<file path="src/rtl/core/bssa_pkg.sv">
package bssa_pkg;

    localparam int MAX_BLOCK_ROWS = 256;
    localparam int MAX_BLOCK_COLS = 256;

    localparam int VALUE_W = 64;
    localparam int DEST_W  = 20;
    localparam int DIM_W   = 9;
    localparam int MASK_W  = 9;
    localparam int SIZE_W  = 4;
    localparam int CNT_W   = 8;
    localparam int POS_W   = 10;

    localparam int CFG_IDX_W  = 4;
    localparam int CFG_DATA_W = 9;

    localparam logic [CFG_IDX_W-1:0] CFG_BLOCK_ROWS    = 4'd0;
    localparam logic [CFG_IDX_W-1:0] CFG_BLOCK_COLS    = 4'd1;
    localparam logic [CFG_IDX_W-1:0] CFG_SPARSITY_MASK = 4'd2;
    localparam logic [CFG_IDX_W-1:0] CFG_BLOCK_SIZE    = 4'd3;

    localparam int QUEUE_DEPTH = 4;
    localparam int QPTR_W      = $clog2(QUEUE_DEPTH);

    typedef struct packed {
        logic                  we;
        logic [CFG_IDX_W-1:0]  index;
        logic [CFG_DATA_W-1:0] data;
    } cfg_wr_t;

    // One queued write: the pieces of the address product and the word itself.
    typedef struct packed {
        logic [POS_W-1:0]   rows3;
        logic [POS_W-1:0]   dcol;
        logic [POS_W-1:0]   drow;
        logic               last;
        logic [VALUE_W-1:0] value;
    } entry_t;

    typedef struct packed {
        logic full;
        logic empty;
    } queue_status_t;

    function automatic logic [SIZE_W-1:0] popcount9(input logic [MASK_W-1:0] m);
        logic [SIZE_W-1:0] n;
        n = '0;
        for (int k = 0; k < MASK_W; k++)
        begin
            n = n + SIZE_W'(m[k]);
        end
        return n;
    endfunction

    // Position of the n-th set bit of m, lowest first.
    function automatic logic [SIZE_W-1:0] nth_set9(input logic [MASK_W-1:0] m,
                                                   input logic [SIZE_W-1:0] n);
        logic [SIZE_W-1:0] seen;
        logic [SIZE_W-1:0] pos;
        logic              found;
        seen  = '0;
        pos   = '0;
        found = 1'b0;
        for (int k = 0; k < MASK_W; k++)
        begin
            if (m[k] && !found)
            begin
                if (seen == n)
                begin
                    pos   = SIZE_W'(k);
                    found = 1'b1;
                end
                seen = seen + 1'b1;
            end
        end
        return pos;
    endfunction

    // Row inside the block for a mask position.
    function automatic logic [1:0] pos_row(input logic [SIZE_W-1:0] k);
        logic [1:0] r;
        case (k)
            4'd0, 4'd3, 4'd6: r = 2'd0;
            4'd1, 4'd4, 4'd7: r = 2'd1;
            4'd2, 4'd5, 4'd8: r = 2'd2;
            default:          r = 2'd0;
        endcase
        return r;
    endfunction

    // Column inside the block for a mask position.
    function automatic logic [1:0] pos_col(input logic [SIZE_W-1:0] k);
        logic [1:0] c;
        case (k)
            4'd0, 4'd1, 4'd2: c = 2'd0;
            4'd3, 4'd4, 4'd5: c = 2'd1;
            4'd6, 4'd7, 4'd8: c = 2'd2;
            default:          c = 2'd0;
        endcase
        return c;
    endfunction

endpackage

</file>
<file path="src/rtl/core/bssa_if.sv">
interface bssa_in_if;
    logic                           valid;
    logic                           ready;
    logic [bssa_pkg::VALUE_W-1:0]   value_bits;

    modport source (output valid, output value_bits, input ready);
    modport sink   (input valid, input value_bits, output ready);
endinterface

interface bssa_out_if;
    logic                           valid;
    logic                           ready;
    logic [bssa_pkg::DEST_W-1:0]    dest_index;
    logic [bssa_pkg::VALUE_W-1:0]   value_out;
    logic                           last_write;

    modport source (output valid, output dest_index, output value_out, output last_write,
                    input ready);
    modport sink   (input valid, input dest_index, input value_out, input last_write,
                    output ready);
endinterface

</file>
<file path="src/rtl/core/bssa_front.sv">
module bssa_front (
    input  logic                   clk,
    input  logic                   rst_n,
    input  bssa_pkg::cfg_wr_t      cfg,
    bssa_in_if.sink                in,
    input  bssa_pkg::queue_status_t q_status,
    output logic                   push,
    output bssa_pkg::entry_t       entry
);
    import bssa_pkg::*;

    logic [DIM_W-1:0]  rows_cfg_reg, cols_cfg_reg;
    logic [MASK_W-1:0] mask_reg;
    logic [SIZE_W-1:0] size_reg;

    logic [CNT_W-1:0]  row_reg, row_next;
    logic [CNT_W-1:0]  col_reg, col_next;
    logic [SIZE_W-1:0] slot_reg, slot_next;

    logic [DIM_W-1:0]  rows, cols;
    logic [SIZE_W-1:0] bsize, nnz, used, k;
    logic              accept, emit, slot_wrap, row_wrap, col_wrap;
    logic [DIM_W-1:0]  row_inc, col_inc;
    logic [SIZE_W:0]   slot_inc;

    always_ff @(posedge clk or negedge rst_n)
    begin
        if (!rst_n)
        begin
            rows_cfg_reg <= DIM_W'(1);
            cols_cfg_reg <= DIM_W'(1);
            mask_reg     <= '1;
            size_reg     <= SIZE_W'(9);
        end
        else if (cfg.we)
        begin
            case (cfg.index)
                CFG_BLOCK_ROWS:    rows_cfg_reg <= cfg.data[DIM_W-1:0];
                CFG_BLOCK_COLS:    cols_cfg_reg <= cfg.data[DIM_W-1:0];
                CFG_SPARSITY_MASK: mask_reg     <= cfg.data[MASK_W-1:0];
                CFG_BLOCK_SIZE:    size_reg     <= cfg.data[SIZE_W-1:0];
                default:           ;
            endcase
        end
    end

    // Zero dimensions act as one, large ones saturate at the bound.
    always_comb
    begin
        if (rows_cfg_reg == '0)
            rows = DIM_W'(1);
        else if (rows_cfg_reg > DIM_W'(MAX_BLOCK_ROWS))
            rows = DIM_W'(MAX_BLOCK_ROWS);
        else
            rows = rows_cfg_reg;

        if (cols_cfg_reg == '0)
            cols = DIM_W'(1);
        else if (cols_cfg_reg > DIM_W'(MAX_BLOCK_COLS))
            cols = DIM_W'(MAX_BLOCK_COLS);
        else
            cols = cols_cfg_reg;
    end

    assign bsize = (size_reg == '0) ? SIZE_W'(1) : size_reg;
    assign nnz   = popcount9(mask_reg);
    assign used  = (nnz < bsize) ? nnz : bsize;
    assign k     = nth_set9(mask_reg, slot_reg);

    assign in.ready = !q_status.full;
    assign accept   = in.valid && in.ready;
    assign emit     = slot_reg < used;
    assign push     = accept && emit;

    assign slot_inc  = {1'b0, slot_reg} + 1'b1;
    assign row_inc   = {1'b0, row_reg} + 1'b1;
    assign col_inc   = {1'b0, col_reg} + 1'b1;
    assign slot_wrap = slot_inc >= {1'b0, bsize};
    assign row_wrap  = row_inc >= rows;
    assign col_wrap  = col_inc >= cols;

    always_comb
    begin
        entry.rows3 = (POS_W'(rows) << 1) + POS_W'(rows);
        entry.dcol  = (POS_W'(col_reg) << 1) + POS_W'(col_reg) + POS_W'(pos_col(k));
        entry.drow  = (POS_W'(row_reg) << 1) + POS_W'(row_reg) + POS_W'(pos_row(k));
        entry.last  = (slot_inc == {1'b0, used}) && (row_inc == rows) && (col_inc == cols);
        entry.value = in.value_bits;
    end

    always_comb
    begin
        slot_next = slot_reg;
        row_next  = row_reg;
        col_next  = col_reg;
        if (accept)
        begin
            if (slot_wrap)
            begin
                slot_next = '0;
                if (row_wrap)
                begin
                    row_next = '0;
                    col_next = col_wrap ? '0 : col_inc[CNT_W-1:0];
                end
                else
                begin
                    row_next = row_inc[CNT_W-1:0];
                end
            end
            else
            begin
                slot_next = slot_inc[SIZE_W-1:0];
            end
        end
    end

    always_ff @(posedge clk or negedge rst_n)
    begin
        if (!rst_n)
        begin
            slot_reg <= '0;
            row_reg  <= '0;
            col_reg  <= '0;
        end
        else
        begin
            slot_reg <= slot_next;
            row_reg  <= row_next;
            col_reg  <= col_next;
        end
    end

endmodule

</file>
<file path="src/rtl/core/bssa_queue.sv">
module bssa_queue (
    input  logic                    clk,
    input  logic                    rst_n,
    input  logic                    push,
    input  bssa_pkg::entry_t        push_entry,
    input  logic                    pop,
    output bssa_pkg::entry_t        head,
    output bssa_pkg::queue_status_t status
);
    import bssa_pkg::*;

    entry_t            mem [QUEUE_DEPTH];
    logic [QPTR_W-1:0] wr_ptr_reg, rd_ptr_reg;
    logic [QPTR_W:0]   count_reg, count_next;

    always_ff @(posedge clk)
    begin
        if (push)
            mem[wr_ptr_reg] <= push_entry;
    end

    assign head         = mem[rd_ptr_reg];
    assign status.full  = count_reg == (QPTR_W+1)'(QUEUE_DEPTH);
    assign status.empty = count_reg == '0;

    always_comb
    begin
        count_next = count_reg;
        case ({push, pop})
            2'b10:   count_next = count_reg + 1'b1;
            2'b01:   count_next = count_reg - 1'b1;
            default: count_next = count_reg;
        endcase
    end

    always_ff @(posedge clk or negedge rst_n)
    begin
        if (!rst_n)
        begin
            wr_ptr_reg <= '0;
            rd_ptr_reg <= '0;
            count_reg  <= '0;
        end
        else
        begin
            if (push)
                wr_ptr_reg <= wr_ptr_reg + 1'b1;
            if (pop)
                rd_ptr_reg <= rd_ptr_reg + 1'b1;
            count_reg <= count_next;
        end
    end

endmodule

</file>
<file path="src/rtl/core/bssa_back.sv">
module bssa_back (
    input  logic                    clk,
    input  logic                    rst_n,
    input  bssa_pkg::entry_t        head,
    input  bssa_pkg::queue_status_t q_status,
    output logic                    pop,
    bssa_out_if.source              out
);
    import bssa_pkg::*;

    logic               valid_reg;
    logic [DEST_W-1:0]  dest_reg, dest_next;
    logic [VALUE_W-1:0] value_reg;
    logic               last_reg;
    logic [DEST_W-1:0]  prod;

    // The output register is refilled whenever it is empty or being taken.
    assign pop = !q_status.empty && (!valid_reg || out.ready);

    // With eight-bit block counters the index never reaches 2^20.
    assign prod      = DEST_W'(head.rows3) * DEST_W'(head.dcol);
    assign dest_next = prod + DEST_W'(head.drow);

    always_ff @(posedge clk or negedge rst_n)
    begin
        if (!rst_n)
            valid_reg <= 1'b0;
        else if (pop)
            valid_reg <= 1'b1;
        else if (out.ready)
            valid_reg <= 1'b0;
    end

    always_ff @(posedge clk)
    begin
        if (pop)
        begin
            dest_reg  <= dest_next;
            value_reg <= head.value;
            last_reg  <= head.last;
        end
    end

    assign out.valid      = valid_reg;
    assign out.dest_index = dest_reg;
    assign out.value_out  = value_reg;
    assign out.last_write = last_reg;

endmodule

</file>
<file path="src/rtl/core/block_sparse_scatter_address_unit.sv">
// Block-sparse 3x3 scatter address unit.
// The in channel carries one 64-bit stored value word per handshake, blocks in
// column-major order with block_size slots each. For every slot that maps to a
// set bit of the sparsity mask the out channel delivers one word: the dense
// column-major index, the value unchanged, and last_write on the final write of
// the matrix. Padding slots are consumed and produce nothing.
// Configuration is written through cfg_we/cfg_index/cfg_data; the user must
// write it only while idle, which the block itself does not enforce. A word
// accepted at the input passes through the queue into the output register.
// Throughput: one input word per cycle while the queue is not full; the front
// steps one slot and the back forms one index per cycle unless held by the queue or the receiver.
// A four-entry queue separates the input side from the output register, so a
// stalled receiver only blocks the input once that queue is full; the output
// holds its word until taken.
// Reset clears the block counters and the queue and loads the registers with
// one block row, one block column, a full mask and nine slots per block.
module block_sparse_scatter_address_unit (
    input  logic                              clk,
    input  logic                              rst_n,
    bssa_in_if.sink                           in,
    bssa_out_if.source                        out,
    input  logic                              cfg_we,
    input  logic [bssa_pkg::CFG_IDX_W-1:0]    cfg_index,
    input  logic [bssa_pkg::CFG_DATA_W-1:0]   cfg_data
);
    import bssa_pkg::*;

    cfg_wr_t       cfg;
    entry_t        push_entry, head;
    queue_status_t q_status;
    logic          push, pop;

    assign cfg.we    = cfg_we;
    assign cfg.index = cfg_index;
    assign cfg.data  = cfg_data;

    bssa_front u_front (
        .clk      (clk),
        .rst_n    (rst_n),
        .cfg      (cfg),
        .in       (in),
        .q_status (q_status),
        .push     (push),
        .entry    (push_entry)
    );

    bssa_queue u_queue (
        .clk        (clk),
        .rst_n      (rst_n),
        .push       (push),
        .push_entry (push_entry),
        .pop        (pop),
        .head       (head),
        .status     (q_status)
    );

    bssa_back u_back (
        .clk      (clk),
        .rst_n    (rst_n),
        .head     (head),
        .q_status (q_status),
        .pop      (pop),
        .out      (out)
    );

endmodule

</file>
<file path="src/flat_wrapper.sv">
// flat-port wrapper written by rule: the top's interface ports become plain ports
module block_sparse_scatter_address_unit_flat import bssa_pkg::*;
  (clk, rst_n, cfg_we, cfg_index, cfg_data, in_valid, in_value_bits, in_ready, out_valid, out_dest_index, out_value_out, out_last_write, out_ready);
  bssa_in_if in_i ();
  bssa_out_if out_i ();
  input  logic clk;
  input  logic rst_n;
  input  logic cfg_we;
  input  logic [bssa_pkg::CFG_IDX_W-1:0] cfg_index;
  input  logic [bssa_pkg::CFG_DATA_W-1:0] cfg_data;
  input wire logic [$bits(in_i.valid)-1:0] in_valid;
  input wire logic [$bits(in_i.value_bits)-1:0] in_value_bits;
  output wire logic [$bits(in_i.ready)-1:0] in_ready;
  output wire logic [$bits(out_i.valid)-1:0] out_valid;
  output wire logic [$bits(out_i.dest_index)-1:0] out_dest_index;
  output wire logic [$bits(out_i.value_out)-1:0] out_value_out;
  output wire logic [$bits(out_i.last_write)-1:0] out_last_write;
  input wire logic [$bits(out_i.ready)-1:0] out_ready;
  assign in_i.valid = in_valid;
  assign in_i.value_bits = in_value_bits;
  assign in_ready = in_i.ready;
  assign out_valid = out_i.valid;
  assign out_dest_index = out_i.dest_index;
  assign out_value_out = out_i.value_out;
  assign out_last_write = out_i.last_write;
  assign out_i.ready = out_ready;
  block_sparse_scatter_address_unit u_core (.clk(clk), .rst_n(rst_n), .in(in_i), .out(out_i), .cfg_we(cfg_we), .cfg_index(cfg_index), .cfg_data(cfg_data));
endmodule
</file>
<file path="config.mk">
export PLATFORM = sky130hd
export DESIGN_NAME = block_sparse_scatter_address_unit_flat
export DESIGN_NICKNAME = d
export VERILOG_FILES = /design/src/rtl/core/bssa_pkg.sv /design/src/rtl/core/bssa_if.sv /design/src/rtl/core/bssa_front.sv /design/src/rtl/core/bssa_queue.sv /design/src/rtl/core/bssa_back.sv /design/src/rtl/core/block_sparse_scatter_address_unit.sv /design/src/flat_wrapper.sv
export SDC_FILE = /design/constraint.sdc
export NUM_CORES = 1
export LEC_CHECK = 0
export BUFFER_PORTS_ARGS = -buffer_cell sky130_fd_sc_hd__buf_2
export CORE_MARGIN = 2
export CORE_UTILIZATION = 65
export CTS_CLUSTER_DIAMETER = 150
export DETAILED_ROUTE_END_ITERATION = 10
export HOLD_SLACK_MARGIN = 0.15
export PLACE_DENSITY = 0.92
export SYNTH_ARGS = -nofsm -noshare
export SYNTH_HDL_FRONTEND = slang
export SYNTH_SLANG_ARGS = --single-unit
</file>
<file path="constraint.sdc">
create_clock -name clk -period 24 [get_ports clk]
set_input_delay 1.2 -clock clk [delete_from_list [all_inputs] [get_ports clk]]
set_output_delay 1.2 -clock clk [all_outputs]
set_load 0.05 [all_outputs]
</file>
==> out/metrics.yaml, run 1 <==
synth_fa_ha_area_share_pct: 13.4
period_share_pct: 44.2
dp_hpwl_mm: 41.2
async_flop_share_pct: 11.3
clock_latency_ns: 0.64
reg2reg_slack_ns: 13.40
syn_nets: 2016
ys_types: 81
syn2layout_area_growth_pct: 12.2
die_area_sq_um: 41800
regMostFlops: "u_core.u_queue.mem"
coreArea_sq_um: 39600
grt_pass1_wl_mm: 111
finalClockSkew_ns: 0.0243
crit_path_max_incr_delay_ns: 0.67
worstSetupEndpoint: "u_core.u_queue.mem[1][74]$_DFFE_PP_"
synth_top_area_share_pct: 53.5
port_buffers: 168
cp_common_cell: "ha_1"
cp-startpoint: "u_core.u_front.slot_reg[1]$_DFFE_PN0P_"
holdBufCountCts: 0
path_clk_slew_ns: 0.07
outcome: "finished clean"
multiInputGateArea_sq_um: 9870
synth-simple-area-share_pct: 6.66
drt-pass1-iter-count: 8
post_cts_buffers: 0
finish.utilization_pct: 73.9
worstPathArrival_ns: 10.94
cts_tree: "done"
startpoint_type: "flop"
worst_pin_slew_ns: 1.21
setup_viol: 0
crit_type: "reg2reg"
final_nets: 2209
synthTopCellsByArea: "edfxtp_1 54%, mux4_2 8.2%, ha_1 7.0%, fa_1 6.4%, dfrtp_1 4.4%"
rr_startpoint: "u_core.u_front.slot_reg[1]$_DFFE_PN0P_"
slew_headroom_pct: 19.1
routed_wl_mm: 74.1
clock-sinks: 524
yosysMostFrequentCell: "edfxtp_1"
regArea_sq_um: 15500
cts_buffer_depth: 3
clockRootBuffer: "clkbuf_16"
cts.repair.resized: 0
synth_area_per_cell_sq_um: 15.3
rr_worst_depth: 35
maxSlewViolCount: 0
synth_edf_count: 465
hold_violations: 0
gp_congestion: 0.885
synth_seq_cells: 524
grt_max_degree: 68
synth_area_sq_um: 26100
hold_path.class: "reg2reg"
start_util_pct: 65.8
antenna_found_initial: 5
fin_setup_tns_ns: 0
drive_above_1_share_pct: 21.5
numCtsBuffers: 52
seq_area_frac_synth_pct: 59.2
routedWlPerCell_um: 30.0
die_width_um: 204
crit_fanout: 20
drtIter0Drc: 2405
rsz0062_at_grt: "false"
fin_hold_ws_ns: 0.527
slowest_stage: "dfrtp_1"
worstPathRequired_ns: 24.34
viasPerCell: 6.92
cp-end-kind: "flop"
synth_top_family_by_area: "adder cells"
route.vias.total: 17100
synth_compound_area_share_pct: 5.46
synthXorXnorAreaFrac_pct: 2.76
postSynthCellCount: 1704
synthTopCellsByCount: "465 x edfxtp_1, 160 x inv_1, 147 x ha_1"
drc: 0
largest_reg_flops: 380
die_h_um: 204
synthFlopType: "edfxtp_1"
drv_cap: 0
r2r-end: "u_core.u_queue.mem[1][74]$_DFFE_PP_"
grt_overflow: 0
yosysWarningCount: 0
n_fill_cell: 2061
synth_top_cell_by_area: "edfxtp_1"
muxShareOfSynthArea_pct: 9.45
io_pins: 169
grt_pass1_vias: 17500
hp-start: "u_core.u_queue.count_reg[2]$_DFFE_PN0P_"
finalCriticalPeriod_ns: 10.60
fmax_ghz: 0.0943
ant_nets: 0
rows: 73
grt_usage_pct: 36.3
h-tree-depth: 2
cells by family (layout without fill, tap and decap cells):
group           count (synthesis)  count (layout)
xor+xnor                       79              79
fa+ha+maj                     230             230
other cells                     0               3
buf+inv                       206             442
simple gates                  336             336
flops                         524             524
mux                           124             124
compound gates                205             205
final cells by class:
cell class,instances,area share [%]
clock buffer,64,4.63
inverter,164,2.10
clock inverter,33,1.30
antenna,3,0.0256
tap,525,2.24
sequential,524,52.8
multi-input combinational,974,33.7
timing repair buffer,181,3.20
through the flow:
stage	setup slack (ns)	cells	instance area [sq um]
final	13.40	2468	29300
after global routing	13.01	2468	29300
after CTS	13.57	2465	29300
after floorplan	15.23	1704	26100
after global placement	14.39	2368	27500
after detailed placement	13.99	2368	27500
worst max-delay path: cells and delay by family, from the launching register on:
kind	cells	cell delay, ns
AND/OR/NAND/NOR	12	2.68
adder cells (fa/ha/maj)	9	3.02
AO/OA/AOI/OAI	9	2.42
buffers and inverters	2	0.42
multiplexers	2	0.58
flip-flops	1	0.67
XOR/XNOR	1	0.49
how the worst min path moves through the flow:
stage / endpoint / cells past startpoint
after global placement: u_core.u_queue.count_reg[2]$_DFFE_PN0P_ / 1
after detailed placement: u_core.u_queue.count_reg[0]$_DFFE_PN0P_ / 1
after CTS: u_core.u_queue.count_reg[2]$_DFFE_PN0P_ / 1
after global routing: u_core.u_queue.count_reg[2]$_DFFE_PN0P_ / 1
final: u_core.u_queue.count_reg[2]$_DFFE_PN0P_ / 1
after floorplan: u_core.u_queue.count_reg[2]$_DFFE_PN0P_ / 1
placed cells by master, fill, tap and decap left out, types with 13 or more instances in the layout:
cell type  count
edfxtp_1     465
fa_1          83
dfrtp_1       44
mux2_2        23
clkbuf_16     52
mux4_2        95
nand3_1       18
ha_1         147
nor2_1        46
buf_4         13
xnor2_1       58
a21oi_1       41
nor3_1        17
buf_2        168
nand2_1      124
xor2_1        19
inv_1        160
a21o_1        17
o21ai_0       53
dfstp_2       13
and2_1        49
nand4_1       14
metal layers:
| metal | vias up | wire (um) | global-route usage [%] |
|---|---|---|---|
| met5 | - | 13 | 0.119 |
| met4 | 2 | 4850 | 19.6 |
| met3 | 425 | 8850 | 10.2 |
| met2 | 1695 | 36100 | 59.5 |
| met1 | 8201 | 24300 | 44.1 |
| li1 | 6747 | - | - |
Power of run 1 is left out: the tool's default activity adds up to more than one toggle a clock period on the data nets, which glitch-free logic cannot reach.
==> inputs of run 2 (changes only) <==
--- a/config.mk
+++ b/config.mk
@@ -7,11 +7,11 @@
 export LEC_CHECK = 0
 export BUFFER_PORTS_ARGS = -buffer_cell sky130_fd_sc_hd__buf_2
 export CORE_MARGIN = 2
-export CORE_UTILIZATION = 65
+export CORE_UTILIZATION = 61
 export CTS_CLUSTER_DIAMETER = 150
 export DETAILED_ROUTE_END_ITERATION = 10
 export HOLD_SLACK_MARGIN = 0.15
-export PLACE_DENSITY = 0.92
+export PLACE_DENSITY = 0.87
 export SYNTH_ARGS = -nofsm -noshare
 export SYNTH_HDL_FRONTEND = slang
 export SYNTH_SLANG_ARGS = --single-unit
==> constraint.sdc (replaced) <==
create_clock -name clk -period 10.3 [get_ports clk]
set_input_delay 0.515 -clock clk [delete_from_list [all_inputs] [get_ports clk]]
set_output_delay 0.515 -clock clk [all_outputs]
set_load 0.05 [all_outputs]
==> out/metrics.yaml, run 2 (synthesized netlist as in run 1, its figures left out) <==
die_area_sq_um: 44500
h-tree-depth: 2
numCtsBuffers: 51
routed_wl_mm: 63.3
route.vias.total: 16000
clockRootBuffer: "clkbuf_16"
rr_startpoint: "u_core.u_front.slot_reg[0]$_DFFE_PN0P_"
final_nets: 2275
cts_buffer_depth: 3
holdBufCountCts: 65
rr_worst_depth: 36
largest_reg_flops: 380
reg2reg_slack_ns: 0.76
cts_tree: "done"
crit_path_max_incr_delay_ns: 0.54
antenna_found_initial: 0
drt-pass1-iter-count: 7
gp_congestion: 0.830
fin_setup_tns_ns: 0
hold_path.class: "in2reg"
outcome: "finished clean"
routedWlPerCell_um: 24.9
worstSetupEndpoint: "u_core.u_queue.mem[3][74]$_DFFE_PP_"
cp-end-kind: "flop"
grt_max_degree: 71
grt_overflow: 0
cts.repair.resized: 0
worst_pin_slew_ns: 1.12
clock-sinks: 524
maxSlewViolCount: 0
coreArea_sq_um: 42100
grt_pass1_vias: 16900
wl_met1_mm: 23.3
grt_usage_pct: 29.0
hold_violations: 0
finalCriticalPeriod_ns: 9.54
die_h_um: 211
drv_cap: 0
crit_fanout: 8
viasPerCell: 6.31
path_clk_slew_ns: 0.06
final_cell_mix: "465 x edfxtp_1, 168 x buf_2, 160 x inv_1"
met3_length_mm: 4.21
layout_commonest_cell: "edfxtp_1"
port_buffers: 168
setup_viol: 0
worstPathArrival_ns: 9.87
finalClockSkew_ns: 0.0349
startpoint_type: "flop"
fmax_ghz: 0.105
regMostFlops: "u_core.u_queue.mem"
crit_type: "reg2reg"
drc: 0
post_cts_buffers: 0
ant_nets: 0
dr_wl_met2_mm: 33.1
die_width_um: 211
slowest_stage: "or4bb_1"
cp-startpoint: "u_core.u_front.slot_reg[0]$_DFFE_PN0P_"
highest_layer: "met4"
drtIter0Drc: 1420
clock_latency_ns: 0.62
r2r-end: "u_core.u_queue.mem[3][74]$_DFFE_PP_"
diodes: 0
n_fill_cell: 2355
worstPathRequired_ns: 10.63
start_util_pct: 61.9
period_share_pct: 92.6
rsz0062_at_grt: "false"
drive_above_1_share_pct: 20.7
slew_headroom_pct: 25.0
dp_hpwl_mm: 36.1
io_pins: 169
syn2layout_area_growth_pct: 14.8
rows: 75
grt_pass1_wl_mm: 97.4
cp_common_cell: "ha_1"
run 2: changes by cell type in the layout (fill, tap and decap cells not counted), sizes merged:
cell	change
dlygate4sd3	+65
bufinv	-1
inv	-5
buf	+2
clkinv	+6
diode	-3
clkbuf	-3
clkinvlp	-2
run 2: critical path: cells and delay by family, from the launching register on:
family	cells	cell delay (ns)
mux	2	0.56
buf+inv	3	0.39
compound gates	10	2.47
fa+ha+maj	9	2.95
xor+xnor	1	0.16
simple gates	11	2.28
flops	1	0.49
run 2: how the worst min path moves through the flow:
| stage | startpoint | endpoint | slack [ns] | cells after the start |
|---|---|---|---|---|
| 6_report | cfg_data[3] | u_core.u_front.mask_reg[3]$_DFFE_PN1P_ | 0.17 | 3 |
| 5_1_grt | in_value_bits[40] | u_core.u_queue.mem[3][40]$_DFFE_PP_ | 0.17 | 1 |
| 3_3_place_gp | u_core.u_queue.count_reg[2]$_DFFE_PN0P_ | u_core.u_queue.count_reg[2]$_DFFE_PN0P_ | 0.48 | 1 |
| 2_1_floorplan | rst_n | u_core.u_back.out.valid$_DFFE_PN0P_ | 0.22 | 0 |
| 4_1_cts | in_value_bits[40] | u_core.u_queue.mem[1][40]$_DFFE_PP_ | 0.15 | 1 |
| 3_5_place_dp | u_core.u_queue.count_reg[2]$_DFFE_PN0P_ | u_core.u_queue.count_reg[2]$_DFFE_PN0P_ | 0.49 | 1 |
run 2: final cells by class:
type                            instances  area [sq um]  area share [%]
Clock buffer                           61          1330            4.45
Clock inverter                         31           393            1.31
Inverter                              164           616            2.06
Multi-Input combinational cell        974          9870            33.0
Sequential cell                       524         15500            51.6
Tap cell                              539           674            2.25
Timing Repair Buffer                  248          1600            5.35
run 2: metrics by stage:
stage	hold slack [ns]	util [%]	cells	cell area, sq um	setup slack [ns]
detailed placement	0.489	65.5	2384	27600	0.868
floorplan	0.219	-	1704	26100	1.53
finish	0.171	71.1	2541	30000	0.763
global placement	0.485	65.5	2384	27600	1.19
global route	0.169	71.1	2541	30000	0.164
CTS	0.155	71.1	2541	30000	0.804
run 2: per-layer routing:
metal / track usage (%) / vias to the layer above
li1: - / 6880
met1: 35.4 / 8102
met2: 51.4 / 864
met3: 4.49 / 181
met4: 12.6 / 0
met5: 0 / -
Power of run 2 is left out for the same reason.
